[config.mk]
export PLATFORM = sky130hd
export DESIGN_NAME = ilst_cell
export DESIGN_NICKNAME = d
export VERILOG_FILES = /design/src/hdl/ilst_pkg.sv /design/src/hdl/ilst_cell.sv
export SDC_FILE = /design/constraint.sdc
export NUM_CORES = 1
export LEC_CHECK = 0
export BUFFER_PORTS_ARGS = -buffer_cell sky130_fd_sc_hd__buf_2
export CAP_MARGIN = 20
export CORE_MARGIN = 3
export CORE_UTILIZATION = 45
export CTS_CLUSTER_DIAMETER = 60
export DETAILED_ROUTE_END_ITERATION = 16
export GPL_ROUTABILITY_DRIVEN = 0
export PLACE_DENSITY_LB_ADDON = 0.05
export SKIP_LAST_GASP = 1
export SYNTH_ARGS = -nofsm -noshare
export SYNTH_HDL_FRONTEND = slang
export SYNTH_SLANG_ARGS = --single-unit
[constraint.sdc]
create_clock -name clk -period 18.9 [get_ports clk]
set_input_delay 3.78 -clock clk [delete_from_list [all_inputs] [get_ports clk]]
set_output_delay 3.78 -clock clk [all_outputs]
set_load 0.01 [all_outputs]
[src/hdl/ilst_pkg.sv]
`timescale 1ns / 1ps
package ilst_pkg;

  localparam int CAPACITY = 1024;
  localparam int DATA_W   = 32;
  localparam int OP_W     = 3;
  localparam int POS_W    = 12;
  localparam int ST_W     = 2;
  localparam int LEN_W    = 11;
  localparam int CNT_W    = $clog2(CAPACITY + 1);
  localparam int CMP_W    = (CNT_W > POS_W) ? CNT_W : POS_W;
  localparam int GRP      = 32;
  localparam int GRP_W    = $clog2(GRP);
  localparam int NUM_GRP  = (CAPACITY + GRP - 1) / GRP;

  localparam logic [OP_W-1:0] OP_GET  = 3'd0;
  localparam logic [OP_W-1:0] OP_HEAD = 3'd1;
  localparam logic [OP_W-1:0] OP_TAIL = 3'd2;
  localparam logic [OP_W-1:0] OP_AT   = 3'd3;
  localparam logic [OP_W-1:0] OP_DEL  = 3'd4;

  localparam logic [ST_W-1:0] ST_DONE  = 2'd0;
  localparam logic [ST_W-1:0] ST_RANGE = 2'd1;
  localparam logic [ST_W-1:0] ST_FULL  = 2'd2;

  typedef struct packed {
    logic             shift_up;
    logic             shift_down;
    logic [CNT_W-1:0] at;
    logic [CNT_W-1:0] cnt;
  } cell_ctrl_t;

  function automatic logic [LEN_W-1:0] to_len(input logic [CNT_W-1:0] cnt);
    logic [CMP_W-1:0] wide;
    wide = CMP_W'(cnt);
    return wide[LEN_W-1:0];
  endfunction

endpackage

[src/hdl/ilst_cell.sv]
`timescale 1ns / 1ps
module ilst_cell
  import ilst_pkg::*;
(
  input  logic              clk,
  input  logic [CNT_W-1:0]  pos,
  input  cell_ctrl_t        ctrl,
  input  logic [DATA_W-1:0] value,
  input  logic [DATA_W-1:0] prev_data,
  input  logic [DATA_W-1:0] next_data,
  output logic [DATA_W-1:0] data
);

  logic [CNT_W:0] pos_inc;

  assign pos_inc = {1'b0, pos} + (CNT_W+1)'(1);

  always_ff @(posedge clk) begin
    if (ctrl.shift_up) begin
      if (pos == ctrl.at) begin
        data <= value;
      end else if (pos > ctrl.at && pos <= ctrl.cnt) begin
        data <= prev_data;
      end
    end else if (ctrl.shift_down) begin
      if (pos >= ctrl.at && pos_inc < {1'b0, ctrl.cnt}) begin
        data <= next_data;
      end
    end
  end

endmodule

**Word level (Yosys, flattened, before mapping)**

Cells that the tools add are included.

- Add/subtract/negate cells: 1
- Order comparisons: 4
- Eq/ne operators: 2
- Mux-type cells: 5
- Reductions and logical operators: 5

Operators by type and width:

| cell | number |
|---|---|
| 32-bit 2-to-1 mux | 5 |
| 11-bit by 1-bit adder with 12-bit output (second input constant) | 1 |
| 12-bit by 11-bit less-than comparator with 1-bit output | 1 |
| 11-bit equality test | 1 |
| 11-bit greater-or-equal comparator | 1 |
| 11-bit > comparator | 1 |
| 11-bit less-or-equal comparator | 1 |
| 2-bit nonzero test | 2 |
| 3-bit by 1-bit != test with 1-bit output (second input constant) | 1 |
| 3-bit AND reduction | 1 |
| 1-bit logical AND | 2 |

- Register bits after elaboration: 32
- Output and inout bits: 32
- Logic and storage cells: 18

**Depth between registers and ports, before layout**

- Word-level depth: 6
- Depth in mapped cells: 10
- Mapped depth without buffers: 10

**Worst setup path after synthesis**

No wires, ideal clock.

- Path type: input -> register
- From: input port pos[2]
- To: register data[0], enable pin
- Data arrival time: 8.279 ns
- Data required time: 18.398 ns
- Slack: 10.120 ns
- Cell stages on the path: 9
- Cells stage by stage: and3_1 -> and4_1 -> nand4_1 -> xnor2_1 -> ha_1 -> a21o_1 -> a21oi_1 -> o21ai_0 -> nor4_1

- Longest elaborated chain between the ends: 5

RTL lines:

| element | RTL line | source |
|---|---|---|
| start, declared | ilst_cell.sv:6 | `input logic [CNT_W-1:0] pos,` |
| 11-bit by 1-bit adder with 12-bit output | ilst_cell.sv:16 | `assign pos_inc = {1'b0, pos} + (CNT_W+1)'(1);` |
| 12-bit by 11-bit less-than comparator with 1-bit output | ilst_cell.sv:26 | `if (pos >= ctrl.at && pos_inc < {1'b0, ctrl.cnt}) begin` |
| 1-bit logical AND | ilst_cell.sv:26 |  |
| 2-bit nonzero test (no source line) | - |  |
| 3-bit AND reduction (no source line) (*) | - |  |
| end signal, assigned | ilst_cell.sv:21 | `data <= value;` |
| end signal, assigned | ilst_cell.sv:23 | `data <= prev_data;` |
| end signal, assigned | ilst_cell.sv:27 | `data <= next_data;` |
| end, declared | ilst_cell.sv:11 | `output logic [DATA_W-1:0] data` |

Mark *: on every way between the ends. The rest lies on a longest branch, timed or not.
A chain may end at the register's enable or synchronous reset.

**Worst setup path in the final report**

- From: input port pos[9]
- To: register data[18], enable pin

The elaborated chain is that of the path after synthesis.

==> flow_metrics.py <==
metrics = {
    "floorplanning": {
        "coreArea_um2": 5540,
        "num_rows": 27,
        "ios": 164,
        "die_height_um": 82.0,
        "initial_utilization_pct": 47.0,
        "die_w_um": 82.0,
        "die_area_um2": 6730,
    },
    "synthesis": {
        "synth_area_leader_cell": "edfxtp_1",
        "synth_cells": 263,
        "synth.area.top_cells": "edfxtp_1 37%, ha_1 16%, mux2i_1 12%",
        "syn-cell-area_um2": 2600,
        "synth_top_area_share_pct": 36.9,
        "synth.avg_cell_area_um2": 9.89,
        "syn_nets": 429,
        "seq_area_frac_synth_pct": 36.9,
        "yosys_warnings": 0,
        "ys_types": 29,
        "ys_seq_elements": 32,
    },
    "power_and_ir_drop": {
        "total_power_mw": 0.199,
        "p_leak_nw": 1.69,
        "vdd_drop_max_uv": 32.4,
        "pwr_density_cell_nw_per_um2": 56.8,
    },
    "worst_setup_path": {
        "cp_top_family": "simple AND/OR/NAND/NOR gates",
        "cp.required_ns": 18.83,
        "crit_path_end_kind": "register",
        "critical_path_class": "primary input to register",
        "crit_path_max_fanout": 34,
        "worstPathCellList": "buf_2 > ha_1 > nand4_1 > nor2_1 > and4_2 > nor4_1 > nor4_2 > buf_4",
        "startpoint": "pos[9]",
        "max_stage_delay_ns": 0.93,
        "slowest_stage": "and4_2",
        "crit_buf_inv": 2,
        "crit_path_start_kind": "primary input",
        "cp_data_arrival_time_ns": 6.29,
    },
    "layout": {
        "antenna_cells": 0,
        "drive_above_1_share_pct": 40.9,
        "largest_reg_flops": 32,
        "areaGrowthSynthToFinish_pct": 34.6,
        "top_register": "data",
        "nets": 589,
        "largestRegisters": "data (32)",
    },
    "sta": {
        "hold_violations": 0,
        "fin_crit_ns": 6.36,
        "max_slew_margin_pct": 28.8,
        "rsz0062_at_grt": "no",
        "setup_viol": 0,
        "max_freq_mhz": 157,
        "setup_tns_ns": 0,
        "finalCritPeriodShare_pct": 33.7,
        "final_max_slew_viol_count": 0,
        "worst_pin_slew_ns": 1.07,
    },
    "global_route": {
        "grt_pass1_vias": 2211,
        "grt_usage_pct": 18.9,
        "antenna_found_initial": 0,
        "grt_max_degree": 69,
        "grt_pass1_wl_um": 9730,
        "grt-ovfl-total": 0,
    },
    "job": {
        "cap_violations": 0,
    },
    "clocking": {
        "clock_path_buffers": 2,
        "ctsHoldBuffers": 0,
        "cts-root-buf": "clkbuf_8",
        "htreeDepth": 2,
        "cts_resized": 0,
        "tritoncts": "built",
        "postCtsSetupBuffers": 0,
        "clk_pin_slew_worst_paths_ns": 0.07,
        "cts_buffers": 5,
        "cts.sinks": 32,
    },
    "route": {
        "drt-initial-drc-count": 29,
        "detail_route.first_pass.iterations": 4,
        "drc": 0,
        "vias": 2460,
        "antenna_left": 0,
        "via_per_inst": 4.97,
        "wl_um": 6610,
        "wl_per_cell_um": 13.4,
    },
    "worst_hold_path": {
        "hold_path_class": "primary input to register",
        "hold_start": "next_data[8]",
    },
    "placement": {
        "dpl.hpwl_um": 5490,
        "port_buffers": 163,
    },
    "status": {
        "status": "complete, no violations",
    },
}
cell type report:
class | instances | area [µm²]
Fill cell | 515 | 2040
Multi-Input combinational cell | 199 | 1470
Sequential cell | 32 | 961
Timing Repair Buffer | 164 | 823
Tap cell | 72 | 90.1
Inverter | 21 | 78.8
Clock buffer | 6 | 72.6
Clock inverter | 1 | 5.00
per-stage QoR:
step | utilization (%) | worst slack (ns) | hold WS, ns | instances | instance area, µm²
after global routing | 63.2 | 12.33 | 3.82 | 495 | 3500
after global placement | 61.8 | 12.26 | 4.09 | 488 | 3420
after CTS | 63.2 | 12.48 | 3.81 | 495 | 3500
after detailed placement | 61.8 | 12.20 | 4.10 | 488 | 3420
after floorplan | - | 10.12 | 4.01 | 263 | 2600
final | 63.2 | 12.54 | 3.82 | 495 | 3500
path summary, 6_finish.rpt:
| path | end | cells after the start |
|---|---|---|
| setup / recovery | data[18] | 8 |
| hold / removal | data[8] | 3 |
routing by layer:
metal  share of wire [%]  track usage [%]  vias up  wire length [µm]
met2                  50             33.0       92              3320
met1                  39             21.8     1079              2600
li1                    -                -     1283                 -
met5                   0                0        -                 0
met4                 1.1             4.49        0                74
met3                 9.3             7.13        6               612
cell usage after synthesis:
| cell type | count |
|---|---|
| a21oi_1 | 43 |
| nor2_1 | 35 |
| ha_1 | 34 |
| edfxtp_1 | 32 |
| mux2i_1 | 32 |
| inv_1 | 21 |
| clkbuf_1 | 7 |
| nand3_1 | 7 |
| xnor2_1 | 7 |
| nand2_1 | 6 |
| nand4_1 | 5 |
| a21o_1 | 4 |
| o21ai_0 | 4 |
| and4_1 | 3 |
| buf_12 | 3 |
| a211oi_1 | 2 |
| and3_1 | 2 |
| nand2b_1 | 2 |
| nor4_1 | 2 |
| o31ai_1 | 2 |
| xor2_1 | 2 |
| a2111o_1 | 1 |
| a21bo_2 | 1 |
| a22o_1 | 1 |
| buf_6 | 1 |
| nand3b_1 | 1 |
| nand4b_1 | 1 |
| nor2b_1 | 1 |
| o211ai_1 | 1 |
power by group:
group / switching, mW / total [mW] / internal, mW
clock: 0.0231 / 0.0481 / 0.0250
combinational: 0.0312 / 0.0586 / 0.0274
sequential: 0.00216 / 0.0922 / 0.0900
cell usage in the layout (no fill, tap or decap):
cell type  instances
and4_1             2
nor2_1            35
o211ai_1           1
a21bo_2            1
mux2i_1           32
nand3b_1           1
clkbuf_1           1
inv_1             21
o31ai_1            2
o21ai_0            4
nor4_1             1
clkbuf_8           5
xor2_1             2
nand3_1            7
buf_4              1
a211oi_1           2
clkinv_2           1
ha_1              34
a21oi_1           43
and4_2             1
nand4b_1           1
a2111o_1           1
a21o_1             4
xnor2_1            7
nor2b_1            1
nand2_1            6
nor4_2             1
nand2b_1           2
edfxtp_1          32
buf_2            163
a22o_1             1
and3_1             2
nand4_1            5
logic make-up after synthesis:
logic type               count (synthesis)  synth area share, %
AND/OR/NAND/NOR                         65                 11.8
AO/OA/AOI/OAI                           59                 12.8
adder cells (fa/ha/maj)                 34                 16.4
buffers and inverters                   32                 6.78
multiplexers                            32                 12.3
flip-flops                              32                 36.9
XOR/XNOR                                 9                 3.03
Note: power is estimated with default switching activity, not from simulation.
